===== src/rtl/zmap_pkg.sv =====
// ----------------------------------------------------------------------------
// zmap_pkg: shared types and constants for the zone map aggregate pruner
// Operation, comparison and selectivity codes, field widths and bus widths.
// ----------------------------------------------------------------------------
`timescale 1ns / 1ps
`default_nettype none

package zmap_pkg;

    // default parameter values
    localparam int              DEF_ENTRIES    = 16;
    localparam longint unsigned DEF_MAX_TUPLES = 64'd65536;

    // field widths
    localparam int OP_W    = 2;
    localparam int IDX_W   = 4;
    localparam int VAL_W   = 64;
    localparam int TID_W   = 16;
    localparam int CMP_W   = 3;
    localparam int SEL_W   = 2;
    localparam int CNT_W   = 17;

    // physical entry count never exceeds what the index field can reach
    localparam int IDX_SPAN = 1 << IDX_W;

    // slave-side packing
    localparam int S_TDATA_W = 88;
    localparam int S_TUSER_W = 3;

    // master-side packing
    localparam int M_TDATA_W = 248;

    // operations
    localparam logic [OP_W-1:0] OP_CLEAR    = 2'd0;
    localparam logic [OP_W-1:0] OP_ADD      = 2'd1;
    localparam logic [OP_W-1:0] OP_CLASSIFY = 2'd2;

    // comparisons
    localparam logic [CMP_W-1:0] CMP_EQ = 3'd0;
    localparam logic [CMP_W-1:0] CMP_LT = 3'd1;
    localparam logic [CMP_W-1:0] CMP_LE = 3'd2;
    localparam logic [CMP_W-1:0] CMP_GT = 3'd3;
    localparam logic [CMP_W-1:0] CMP_GE = 3'd4;

    // selectivity answers
    localparam logic [SEL_W-1:0] SEL_NONE    = 2'd0;
    localparam logic [SEL_W-1:0] SEL_SOME    = 2'd1;
    localparam logic [SEL_W-1:0] SEL_ALL     = 2'd2;
    localparam logic [SEL_W-1:0] SEL_UNKNOWN = 2'd3;

    // one input transaction, unpacked
    typedef struct packed {
        logic [OP_W-1:0]         operation;
        logic [IDX_W-1:0]        entry_index;
        logic signed [VAL_W-1:0] value;
        logic                    value_is_null;
        logic [TID_W-1:0]        tuple_tag;
        logic                    end_of_tuple;
        logic [CMP_W-1:0]        comparison;
    } zmap_item_t;

endpackage

`default_nettype wire


===== src/rtl/zmap_classify.sv =====
// ----------------------------------------------------------------------------
// zmap_classify: predicate selectivity against an entry's value range
// Compares a literal with [min, max] and answers none, some, all or unknown.
// ----------------------------------------------------------------------------
`timescale 1ns / 1ps
`default_nettype none

module zmap_classify
    import zmap_pkg::*;
(
    input  wire logic signed [VAL_W-1:0] literal,
    input  wire logic signed [VAL_W-1:0] range_min,
    input  wire logic signed [VAL_W-1:0] range_max,
    input  wire logic                    range_valid,
    input  wire logic [CMP_W-1:0]        comparison,
    output logic [SEL_W-1:0]             selectivity
);

    logic lit_lt_min;
    logic lit_lt_max;
    logic min_lt_lit;
    logic max_lt_lit;
    logic [SEL_W-1:0] sel;

    assign lit_lt_min = literal < range_min;
    assign lit_lt_max = literal < range_max;
    assign min_lt_lit = range_min < literal;
    assign max_lt_lit = range_max < literal;

    always_comb begin
        unique case (comparison)
            CMP_EQ: sel = (lit_lt_min || max_lt_lit) ? SEL_NONE : SEL_SOME;
            CMP_LT: sel = max_lt_lit ? SEL_ALL : (!min_lt_lit ? SEL_NONE : SEL_SOME);
            CMP_LE: sel = !lit_lt_max ? SEL_ALL : (lit_lt_min ? SEL_NONE : SEL_SOME);
            CMP_GT: sel = lit_lt_min ? SEL_ALL : (!lit_lt_max ? SEL_NONE : SEL_SOME);
            CMP_GE: sel = !min_lt_lit ? SEL_ALL : (max_lt_lit ? SEL_NONE : SEL_SOME);
            default: sel = SEL_UNKNOWN;
        endcase
    end

    // an entry without any value has no range to judge
    assign selectivity = range_valid ? sel : SEL_UNKNOWN;

endmodule

`default_nettype wire


===== src/rtl/zone_map_aggregate_pruner.sv =====
// Stages: input register, then result register; a result is valid on m_
// once its s_ transaction has been loaded into the result register.
// Throughput: one transaction per cycle while m_ is not stalled; the entry
// read, 64-bit add and range compares sit between the input and result registers.
// Reset: synchronous active-low aresetn empties both stages, marks every
// entry invalid and zeroes the tuple count; entry payloads are not reset.
// ----------------------------------------------------------------------------
// zone_map_aggregate_pruner: min/max zone map with running sums
// Keeps per-entry min/max with their tuple ids, a wrapping sum and a valid
// mark, plus a saturating tuple count; answers predicate selectivity.
// ----------------------------------------------------------------------------
`timescale 1ns / 1ps
`default_nettype none

module zone_map_aggregate_pruner
    import zmap_pkg::*;
#(
    parameter int              ENTRIES    = DEF_ENTRIES,
    parameter longint unsigned MAX_TUPLES = DEF_MAX_TUPLES
) (
    input  wire logic                 aclk,
    input  wire logic                 aresetn,
    // tdata: entry_index[3:0], value[67:4], tuple_tag[83:68], comparison[86:84]
    input  wire logic [S_TDATA_W-1:0] s_tdata,
    // tuser: operation[1:0], value_is_null[2]
    input  wire logic [S_TUSER_W-1:0] s_tuser,
    input  wire logic                 s_tlast,
    input  wire logic                 s_tvalid,
    output logic                      s_tready,
    // tdata: selectivity[1:0], range_valid[2], min_value[66:3],
    //        max_value[130:67], min_tuple[146:131], max_tuple[162:147],
    //        running_sum[226:163], tuple_count[243:227]
    output logic [M_TDATA_W-1:0]      m_tdata,
    output logic                      m_tvalid,
    input  wire logic                 m_tready
);

    localparam int DEPTH = (ENTRIES < IDX_SPAN) ? ENTRIES : IDX_SPAN;
    localparam int IW    = (DEPTH > 1) ? $clog2(DEPTH) : 1;
    localparam int CW    = $clog2(MAX_TUPLES + 64'd1);
    localparam int CX    = (CW > CNT_W) ? CW : CNT_W;
    localparam logic [CW-1:0] CNT_MAX = CW'(MAX_TUPLES);

    // input stage
    zmap_item_t in_reg;
    logic       in_valid_reg;

    // entry store
    logic signed [VAL_W-1:0] min_reg   [DEPTH];
    logic signed [VAL_W-1:0] max_reg   [DEPTH];
    logic signed [VAL_W-1:0] sum_reg   [DEPTH];
    logic [TID_W-1:0]        min_t_reg [DEPTH];
    logic [TID_W-1:0]        max_t_reg [DEPTH];
    logic [DEPTH-1:0]        valid_reg;
    logic [CW-1:0]           count_reg;

    // result stage
    logic [M_TDATA_W-1:0] out_reg;
    logic                 out_valid_reg;

    logic load;
    logic in_range;
    logic [IW-1:0] e;

    logic                    rd_valid;
    logic signed [VAL_W-1:0] rd_min, rd_max, rd_sum;
    logic [TID_W-1:0]        rd_min_t, rd_max_t;

    logic                    upd;
    logic                    nw_valid;
    logic signed [VAL_W-1:0] nw_min, nw_max, nw_sum;
    logic [TID_W-1:0]        nw_min_t, nw_max_t;
    logic [CW-1:0]           count_next;
    logic [CX-1:0]           count_ext;
    logic [SEL_W-1:0]        cls_sel, sel;
    logic [M_TDATA_W-1:0]    out_next;

    assign load     = in_valid_reg && (!out_valid_reg || m_tready);
    assign s_tready = !in_valid_reg || load;

    always_ff @(posedge aclk) begin
        if (!aresetn) begin
            in_valid_reg <= 1'b0;
        end else if (s_tready) begin
            in_valid_reg <= s_tvalid;
        end
        if (s_tready && s_tvalid) begin
            in_reg.operation     <= s_tuser[1:0];
            in_reg.value_is_null <= s_tuser[2];
            in_reg.entry_index   <= s_tdata[3:0];
            in_reg.value         <= s_tdata[67:4];
            in_reg.tuple_tag     <= s_tdata[83:68];
            in_reg.comparison    <= s_tdata[86:84];
            in_reg.end_of_tuple  <= s_tlast;
        end
    end

    assign in_range = {28'd0, in_reg.entry_index} < 32'(ENTRIES);
    assign e        = in_range ? IW'(in_reg.entry_index) : '0;

    // an invalid entry reads as all zero
    always_comb begin
        rd_valid = in_range && valid_reg[e];
        rd_min   = rd_valid ? min_reg[e]   : '0;
        rd_max   = rd_valid ? max_reg[e]   : '0;
        rd_sum   = rd_valid ? sum_reg[e]   : '0;
        rd_min_t = rd_valid ? min_t_reg[e] : '0;
        rd_max_t = rd_valid ? max_t_reg[e] : '0;
    end

    zmap_classify u_classify (
        .literal     (in_reg.value),
        .range_min   (rd_min),
        .range_max   (rd_max),
        .range_valid (rd_valid),
        .comparison  (in_reg.comparison),
        .selectivity (cls_sel)
    );

    always_comb begin
        upd        = 1'b0;
        nw_valid   = rd_valid;
        nw_min     = rd_min;
        nw_max     = rd_max;
        nw_sum     = rd_sum;
        nw_min_t   = rd_min_t;
        nw_max_t   = rd_max_t;
        count_next = count_reg;
        sel        = SEL_UNKNOWN;
        unique case (in_reg.operation)
            OP_CLEAR: begin
                nw_valid   = 1'b0;
                nw_min     = '0;
                nw_max     = '0;
                nw_sum     = '0;
                nw_min_t   = '0;
                nw_max_t   = '0;
                count_next = '0;
            end
            OP_ADD: begin
                if (in_range && !in_reg.value_is_null) begin
                    upd      = 1'b1;
                    nw_valid = 1'b1;
                    nw_sum   = rd_sum + in_reg.value;
                    // strict compares keep the earlier tuple id on ties
                    if (!rd_valid || in_reg.value < rd_min) begin
                        nw_min   = in_reg.value;
                        nw_min_t = in_reg.tuple_tag;
                    end
                    if (!rd_valid || rd_max < in_reg.value) begin
                        nw_max   = in_reg.value;
                        nw_max_t = in_reg.tuple_tag;
                    end
                end
                if (in_reg.end_of_tuple && count_reg < CNT_MAX) begin
                    count_next = count_reg + 1'b1;
                end
            end
            OP_CLASSIFY: begin
                sel = cls_sel;
            end
            default: begin
            end
        endcase
    end

    assign count_ext = CX'(count_next);

    assign out_next = {
        4'd0,
        count_ext[CNT_W-1:0],
        nw_sum,
        nw_max_t,
        nw_min_t,
        nw_max,
        nw_min,
        nw_valid,
        sel
    };

    always_ff @(posedge aclk) begin
        if (!aresetn) begin
            valid_reg <= '0;
            count_reg <= '0;
        end else if (load) begin
            count_reg <= count_next;
            if (in_reg.operation == OP_CLEAR) begin
                valid_reg <= '0;
            end else if (upd) begin
                valid_reg[e] <= 1'b1;
            end
        end
        if (load && upd) begin
            min_reg[e]   <= nw_min;
            max_reg[e]   <= nw_max;
            sum_reg[e]   <= nw_sum;
            min_t_reg[e] <= nw_min_t;
            max_t_reg[e] <= nw_max_t;
        end
    end

    always_ff @(posedge aclk) begin
        if (!aresetn) begin
            out_valid_reg <= 1'b0;
        end else if (load) begin
            out_valid_reg <= 1'b1;
        end else if (m_tready) begin
            out_valid_reg <= 1'b0;
        end
        if (load) begin
            out_reg <= out_next;
        end
    end

    assign m_tdata  = out_reg;
    assign m_tvalid = out_valid_reg;

endmodule

`default_nettype wire


===== config.mk =====
export PLATFORM = sky130hd
export DESIGN_NAME = zone_map_aggregate_pruner
export DESIGN_NICKNAME = d
export VERILOG_FILES = /design/src/rtl/zmap_pkg.sv /design/src/rtl/zmap_classify.sv /design/src/rtl/zone_map_aggregate_pruner.sv
export SDC_FILE = /design/constraint.sdc
export NUM_CORES = 2
export LEC_CHECK = 0
export ABC_AREA = 1
export CELL_PAD_IN_SITES_DETAIL_PLACEMENT = 2
export CELL_PAD_IN_SITES_GLOBAL_PLACEMENT = 2
export CORE_MARGIN = 3
export CORE_UTILIZATION = 40
export DETAILED_ROUTE_END_ITERATION = 10
export DONT_BUFFER_PORTS = 1
export PLACE_DENSITY = 0.72
export SYNTH_ARGS = -nofsm -noshare
export SYNTH_HDL_FRONTEND = slang
export SYNTH_HIERARCHICAL = 1
export SYNTH_SLANG_ARGS = --single-unit

===== constraint.sdc =====
create_clock -name aclk -period 46.4 [get_ports aclk]
set_input_delay 4.64 -clock aclk [delete_from_list [all_inputs] [get_ports aclk]]
set_output_delay 4.64 -clock aclk [all_outputs]
set_load 0.02 [all_outputs]

==> flow_metrics.env <==
export IMPL_tightest_slew_ns=1.45
export IMPL_ys_seq_area_share_pct=71.2
export IMPL_syn_area_um2=166000
export IMPL_grt_start_max_net_pins=227
export IMPL_netlist_top_cells_count="edfxtp_1 (3919), nor2_1 (2004), o21ai_0 (1768)"
export IMPL_clock_path_buffers=4
export IMPL_synth_top_cell_by_area="edfxtp_1"
export IMPL_row_count=236
export IMPL_slew_headroom_pct=3.09
export IMPL_worstPathMaxFanout=149
export IMPL_final_nets=13731
export IMPL_crit_arrival_ns=10.80
export IMPL_crit_end="m_tdata[107]"
export IMPL_grt_pass1_vias=129057
export IMPL_nFillCells=40590
export IMPL_htree_levels=5
export IMPL_ys_warn_count=6
export IMPL_rsz0062_at_grt="false"
export IMPL_crit_cells=25
export IMPL_drv_cap=0
export IMPL_syn2layout_area_growth_pct=12.0
export IMPL_clockPowerShare_pct=42.7
export IMPL_cts_resized=0
export IMPL_finalMaxSlewViolations=0
export IMPL_skew_ns=0.0750
export IMPL_post_synth_top_count_cell="edfxtp_1"
export IMPL_status="finished, final reports clean"
export IMPL_totalPowerFinal_w=0.00805
export IMPL_slowest_delay_ns=0.92
export IMPL_cts_setup_buffers=0
export IMPL_io_buffers=0
export IMPL_p_switching_w=0.00206
export IMPL_synth_ff_type="edfxtp_1"
export IMPL_ys_ff_latch=3958
export IMPL_cp_start_kind="register"
export IMPL_switching_share_pct=25.5
export IMPL_critical_path_top_delay_family="buffers and inverters"
export IMPL_finalSetupViolCount=0
export IMPL_dr_pass1_iters=6
export IMPL_max_clock_freq_mhz=97.1
export IMPL_combinationalPowerShare_pct=7.9
export IMPL_antenna_found_initial=33
export IMPL_period_share_pct=22.2
export IMPL_core_um2=414000
export IMPL_grt_first_pass_wirelength_mm=969
export IMPL_critPathSlowestCell="buf_4"
export IMPL_avgSynthCellArea_um2=12.3
export IMPL_cts_made_buffers=429
export IMPL_cts_tree="yes"
export IMPL_critPathBufInv=7
export IMPL_overflow=0
export IMPL_ant_nets=0
export IMPL_wl_mm=686
export IMPL_p_seq_share_pct=49.5
export IMPL_dp_hpwl_mm=403
export IMPL_place_congestion=0.917
export IMPL_groute_usage_overall_pct=31.6
export IMPL_synth_cells=13480
export IMPL_wl_per_cell_um=35.8
export IMPL_routed_via_count=119805
export IMPL_synth_cell_types=56
export IMPL_dieArea_um2=424000
export IMPL_ff2ff_setup_slack_ns=36.10
export IMPL_endpoint_kind="register"
export IMPL_start_util_pct=40.2
export IMPL_vias_per_cell=6.25
export IMPL_holdWs_ns=0.453
export IMPL_postCtsHoldBufs=0
export IMPL_leakage_nw=63.4
export IMPL_clk_pin_slew_ns=0.06
export IMPL_synth_top_cell_area_share_pct=70.7
export IMPL_crit_reg2reg_capture="m_tdata[107]"
export IMPL_rr_worst_depth=25
export IMPL_synthTopCellsByArea="edfxtp_1 (71%), o21ai_0 (5.3%), nor2_1 (4.5%)"
export IMPL_clock_latency_ns=1.02
export IMPL_hp_class="register to register"
export IMPL_final_hold_viol_count=0
export IMPL_drcViolationCount=0
export IMPL_crit_type="register to register"
export IMPL_power_internal_w=0.00600
export IMPL_die_w_um=651
export IMPL_critPathRequiredTime_ns=46.91
export IMPL_min_period_ns=10.30
export IMPL_cts_sinks=3958
export IMPL_crit_path_frequent_cell="nand2_1"
export IMPL_cellPowerDensity_nw_per_um2=43.2
export IMPL_die_y_um=651
export IMPL_synth_edf_count=3919
export IMPL_drive_gt1_share_pct=7.63
export IMPL_peakVddDrop_mv=0.0390
export IMPL_synthArstFlopShare_pct=0
export IMPL_io_pins=346
export IMPL_cts_root_buf="clkbuf_16"
export IMPL_drtIter0Drc=13578
export IMPL_tns_ns=0
[metrics by stage]
stage / util (%) / instance area, um^2 / worst slack (ns) / std cells
global route: 45.0 / 186000 / 35.64 / 19148
floorplan: - / 166000 / 24.95 / 13483
detailed placement: 41.7 / 172000 / 35.82 / 18358
global placement: 41.7 / 172000 / 36.08 / 18358
CTS: 45.0 / 186000 / 36.17 / 19144
finish: 45.0 / 186000 / 36.10 / 19164
[worst min-delay path by stage]
stage | to | startpoint | cells after the start | slack [ns]
finish | valid_reg[0] | valid_reg[0] | 2 | 0.45
global route | valid_reg[0] | valid_reg[0] | 2 | 0.47
CTS | valid_reg[0] | valid_reg[0] | 2 | 0.45
detailed placement | valid_reg[0] | valid_reg[0] | 2 | 0.44
global placement | valid_reg[1] | valid_reg[1] | 2 | 0.44
floorplan | valid_reg[0] | valid_reg[0] | 2 | 0.43
[cell type report]
cell class / count / area [um^2] / share of cell area, %
antenna: 19 / 47.5 / 0.0255
tap: 5474 / 6850 / 3.68
sequential: 3958 / 118000 / 63.6
clock inverter: 267 / 2580 / 1.39
clock buffer: 519 / 11100 / 5.98
timing repair buffer: 291 / 2550 / 1.37
multi-input combinational: 7997 / 42200 / 22.7
inverter: 639 / 2460 / 1.32
[routing by layer]
| layer | track usage (%) | part of all wire (%) | vias to the layer above |
|---|---|---|---|
| li1 | - | - | 49643 |
| met1 | 40.3 | 39 | 63885 |
| met2 | 52.7 | 48 | 4918 |
| met3 | 4.75 | 6.7 | 1355 |
| met4 | 15.3 | 5.5 | 4 |
| met5 | 0 | 0.0042 | - |
[logic make-up (layout without fill, tap and decap cells)]
family          Yosys count  after routing  share of synthesized area, %
compound gates         3496           3496                          12.7
simple gates           4160           4160                          10.0
fa+ha+maj               319            319                          2.40
flops                  3958           3958                          71.2
other cells               1             23                       0.00225
xor+xnor                 18             18                        0.0948
buf+inv                1528           1716                          3.56
[cell usage in the layout (no fill, tap or decap), drive strengths merged, types with 2 or more instances in the layout]
cell type | Yosys | final
a221oi | 2 | 2
a21o | 9 | 9
a31oi | 36 | 36
a2111oi | 3 | 3
buf | 135 | 291
o21ai | 1923 | 1923
o22ai | 303 | 303
inv | 636 | 645
nor3b | 3 | 3
edfxtp | 3919 | 3919
nor2 | 2005 | 2005
ha | 318 | 318
a211oi | 14 | 14
o21a | 14 | 14
conb | 1 | 4
bufinv | 0 | 37
xnor2 | 9 | 9
clkinvlp | 0 | 18
diode | 0 | 19
nor4 | 13 | 13
or2 | 9 | 9
xor2 | 9 | 9
nand2 | 1415 | 1415
or3 | 2 | 2
nand4 | 39 | 39
o211ai | 290 | 290
clkinv | 3 | 206
a21oi | 265 | 265
and2 | 2 | 2
nor3 | 43 | 43
nand3 | 627 | 627
o32ai | 2 | 2
a21boi | 3 | 3
clkbuf | 754 | 519
o2111ai | 4 | 4
o221ai | 623 | 623
dfxtp | 39 | 39
[power groups by stage]
stage	Combinational [W]	Clock [W]	Sequential, W
floorplan	0.000356	0	0.00404
finish	0.000636	0.00344	0.00398
global placement	0.000570	0	0.00406
CTS	0.000627	0.00348	0.00398
global route	0.000682	0.00361	0.00398
detailed placement	0.000615	0	0.00406
[worst register-to-register path: cells and delay by family, from the launching register on]
kind                     cells  cell delay (ns)
AND/OR/NAND/NOR             11             2.82
buffers and inverters        7             4.82
adder cells (fa/ha/maj)      1             0.30
AO/OA/AOI/OAI                6             1.35
flip-flops                   1             0.51
Note: power is estimated with default switching activity, not from simulation.
